$ cat config.mk
export PLATFORM = sky130hd
export DESIGN_NAME = okvt_cell
export DESIGN_NICKNAME = d
export VERILOG_FILES = /design/src/rtl/ordered_key_value_table_assert.svh /design/src/rtl/okvt_pkg.sv /design/src/rtl/okvt_cell.sv
export SDC_FILE = /design/constraint.sdc
export NUM_CORES = 1
export LEC_CHECK = 0
export BUFFER_PORTS_ARGS = -buffer_cell sky130_fd_sc_hd__buf_2
export CAP_MARGIN = 20
export CORE_ASPECT_RATIO = 1.4
export CORE_UTILIZATION = 46
export CTS_CLUSTER_SIZE = 30
export DETAILED_ROUTE_END_ITERATION = 7
export HOLD_SLACK_MARGIN = 0.12
export PLACE_DENSITY = 0.95
export SYNTH_ARGS = -nofsm -noshare
export SYNTH_HDL_FRONTEND = slang
export SYNTH_SLANG_ARGS = --single-unit
$ cat constraint.sdc
create_clock -name clk -period 4.15 [get_ports clk]
set_input_delay 0.83 -clock clk [delete_from_list [all_inputs] [get_ports clk]]
set_output_delay 0.83 -clock clk [all_outputs]
set_load 0.01 [all_outputs]
$ cat src/rtl/ordered_key_value_table_assert.svh
// Assertion macros for the ordered key/value table.
`ifndef ORDERED_KEY_VALUE_TABLE_ASSERT_SVH
`define ORDERED_KEY_VALUE_TABLE_ASSERT_SVH

`ifndef ASSERT_OFF

// Same-cycle implication, disabled during reset.
`define OKVT_ASSERT_IMP(label, clk, rst, ante, cons) \
  label: assert property (@(posedge clk) disable iff (rst) (ante) |-> (cons)) \
    else $error("okvt assertion failed");

// Next-cycle implication, disabled during reset.
`define OKVT_ASSERT_NXT(label, clk, rst, ante, cons) \
  label: assert property (@(posedge clk) disable iff (rst) (ante) |=> (cons)) \
    else $error("okvt assertion failed");

`else

`define OKVT_ASSERT_IMP(label, clk, rst, ante, cons)
`define OKVT_ASSERT_NXT(label, clk, rst, ante, cons)

`endif

`endif

$ cat src/rtl/okvt_pkg.sv
package okvt_pkg;

  localparam int ENTRIES       = 16;
  localparam int IDX_W         = (ENTRIES > 1) ? $clog2(ENTRIES) : 1;
  localparam int CNT_W         = $clog2(ENTRIES + 1);
  localparam int OPCODE_W      = 3;
  localparam int KEY_W         = 32;
  localparam int VALUE_W       = 32;
  localparam int STATUS_W      = 2;
  localparam int ENTRY_COUNT_W = 5;

  typedef logic signed [KEY_W-1:0] key_t;
  typedef logic [VALUE_W-1:0]      value_t;
  typedef logic [IDX_W-1:0]        idx_t;
  typedef logic [CNT_W-1:0]        cnt_t;

  typedef enum logic [OPCODE_W-1:0] {
    OP_INSERT  = 3'd0,
    OP_LOOKUP  = 3'd1,
    OP_REMOVE  = 3'd2,
    OP_RESET   = 3'd3,
    OP_ADVANCE = 3'd4,
    OP_READ    = 3'd5
  } op_t;

  typedef enum logic [STATUS_W-1:0] {
    STAT_DONE   = 2'd0,
    STAT_ABSENT = 2'd1,
    STAT_FULL   = 2'd2,
    STAT_END    = 2'd3
  } status_t;

  // Per-cell control, broadcast from the sequencer each cycle.
  typedef struct packed {
    logic load_key;
    logic load_value;
    logic shift;
  } cell_ctl_t;

endpackage

$ cat src/rtl/okvt_cell.sv
module okvt_cell import okvt_pkg::*; (
  input  logic      clk,
  input  cell_ctl_t ctl,
  input  key_t      bcast_key,
  input  value_t    bcast_value,
  input  key_t      neighbor_key,
  input  value_t    neighbor_value,
  output key_t      entry_key,
  output value_t    entry_value,
  output logic      match
);

  always_ff @(posedge clk) begin
    priority if (ctl.shift) begin
      // close the gap: take the entry from the next cell up
      entry_key   <= neighbor_key;
      entry_value <= neighbor_value;
    end else begin
      if (ctl.load_key) begin
        entry_key <= bcast_key;
      end
      if (ctl.load_value) begin
        entry_value <= bcast_value;
      end
    end
  end

  assign match = (entry_key == bcast_key);

endmodule

==> reports/results.ini <==
[outcome]
status=finished, violations left
failed_checks=DRC

[floorplan]
core-area_um2=6340
io_pins=197
start_util_pct=48.3
die_w_um=71.0
die_area_um2=7000
die_h_um=98.6
row_count=34

[synth]
synth_cell_types=10
synth_top_area_share_pct=62.7
syn_area_per_cell_um2=17.0
ys_seq_area_share_pct=62.7
synth_area_um2=3060
synthTopCellsByArea=edfxtp_1 63%, mux2_2 24%, xor2_1 9.1%
yosys_warnings=0
ys_ff_latch=64
syn_nets=312
yosys.area.top_type=edfxtp_1
netlist_instances=180

[timing]
min_period_over_period_pct=66.2
rsz0062_at_grt=no
fmax_ghz=0.364
hold_violations=0
hold_ws_ps=794
setup_violations=0
worst_pin_slew_ps=759
min_period_ps=2750
tns_ps=0
maxSlewHeadroom_pct=49.4
drv_slew=0

[cells_and_area]
antenna_cells=0
area_growth_pct=38.1
drive_gt1_share_pct=71.3
nets=513
final_area_um2=4230
n_fill_cell=454

[global_route]
grt_overflow_total=0
grt_pass1_wl_mm=11.0
antenna_found_initial=0
grt_max_degree=36
grt_use_total_pct=21.1
grt_pass1_vias=2439

[run]
cap_violations=0

[clock_tree]
cts_buffer_depth=2
cts_tree=yes
post_cts_buffers=0
clk_pin_slew_ps=70
cts_hold_buf=0
htreeDepth=3
cts.repair.resized=0
cts_buffers=9
root_buffer=clkbuf_8
cts_num_sinks=64

[hold_path]
hold_start=neighbor_key[26]
holdPathEnd=entry_key[26]
min_path_cells=2
min_path_type=in -> reg

[detailed_routing]
totalWireLength_mm=7.07
drc=11
wl_per_cell_um=15.5
ant_nets=0
num_vias=2289
first_pass_iters=6
drt_iter0_markers=128
via_per_inst=5.03

[placement]
detailed_place_hpwl_mm=5.57
placed_area_um2=4090
place_congestion=0.764
numPortBuffers=196

[power]
ir_drop_uv=259
p_per_area_nw_per_um2=364
p_leak_nw=1.90
finalPower_mw=1.54

[critical_path]
critPathCaptureType=primary output
cp_max_fo=2
cp-start-kind=input port
crit_type=in -> out
cp.required_ps=3320
critical_path_arrival_ps=1920

[metrics by stage]
step / worst slack (ps) / utilization, % / std cells
6_report: 1400 / 66.8 / 455
5_1_grt: 1250 / 66.8 / 455
4_1_cts: 1380 / 66.8 / 455
3_5_place_dp: 1370 / 64.6 / 442
3_3_place_gp: 1390 / 64.6 / 442
2_1_floorplan: 1790 / - / 180
[worst max-delay path: stages]
cell     delay (ps)
buf_2           110
xor2_1          150
nor4_1          380
nand4_1         190
nor2_1          120
buf_2           130
[synth_stat cells, drive strengths merged]
cell    instances
edfxtp         64
mux2           64
xor2           32
nor4            8
buf             7
nand4           2
or2             2
nor2            1
[logic make-up after synthesis]
logic type | share of synthesized area, %
AND/OR/NAND/NOR | 2.57
buffers and inverters | 2.04
flip-flops | 62.7
multiplexers | 23.5
XOR/XNOR | 9.15
[area by class of cell]
class / count / area, um^2 / area share (%)
timing repair buffer: 197 / 1000 / 23.6
sequential: 64 / 1920 / 45.4
tap: 72 / 90.1 / 2.13
clock buffer: 10 / 128 / 3.02
clock inverter: 3 / 12.5 / 0.296
multi-input combinational: 109 / 1080 / 25.5
[flip-flops by register name (all words and copies together) (netlist names)]
signal / count
entry_key: 32
entry_value: 32
[cells in the final DEF (no fill, tap or decap)]
cell type and count:
edfxtp_1 64, nor4_1 8, nor2_1 1, clkinv_1 2, nand4_1 2, clkbuf_8 9
buf_12 1, buf_2 196, clkinv_2 1, mux2_2 64, xor2_1 32, clkbuf_1 1
or2_2 2
[worst max path at each step]
stage / from / end / slack, ps / cells past startpoint
6_report: bcast_key[29] / match / 1400 / 6
5_1_grt: bcast_key[25] / match / 1250 / 6
4_1_cts: bcast_key[29] / match / 1380 / 6
3_5_place_dp: bcast_key[29] / match / 1370 / 6
3_3_place_gp: bcast_key[19] / match / 1390 / 6
2_1_floorplan: bcast_key[31] / match / 1790 / 4
[power by group]
group	total, mW	internal [mW]	leakage, nW	switching [mW]
clock	0.418	0.202	0.0729	0.216
combinational	0.297	0.155	1.18	0.141
sequential	0.828	0.796	0.652	0.0316
total	1.54	1.15	1.90	0.389
[routing by layer]
layer | global-route usage [%] | routed length, um | vias to the layer above
li1 | - | - | 1087
met4 | 12.3 | 246 | 0
met2 | 37.0 | 3770 | 135
met5 | 0 | 0 | -
met3 | 7.26 | 592 | 23
met1 | 21.6 | 2460 | 1044
Note: power is estimated with default switching activity, not from simulation.
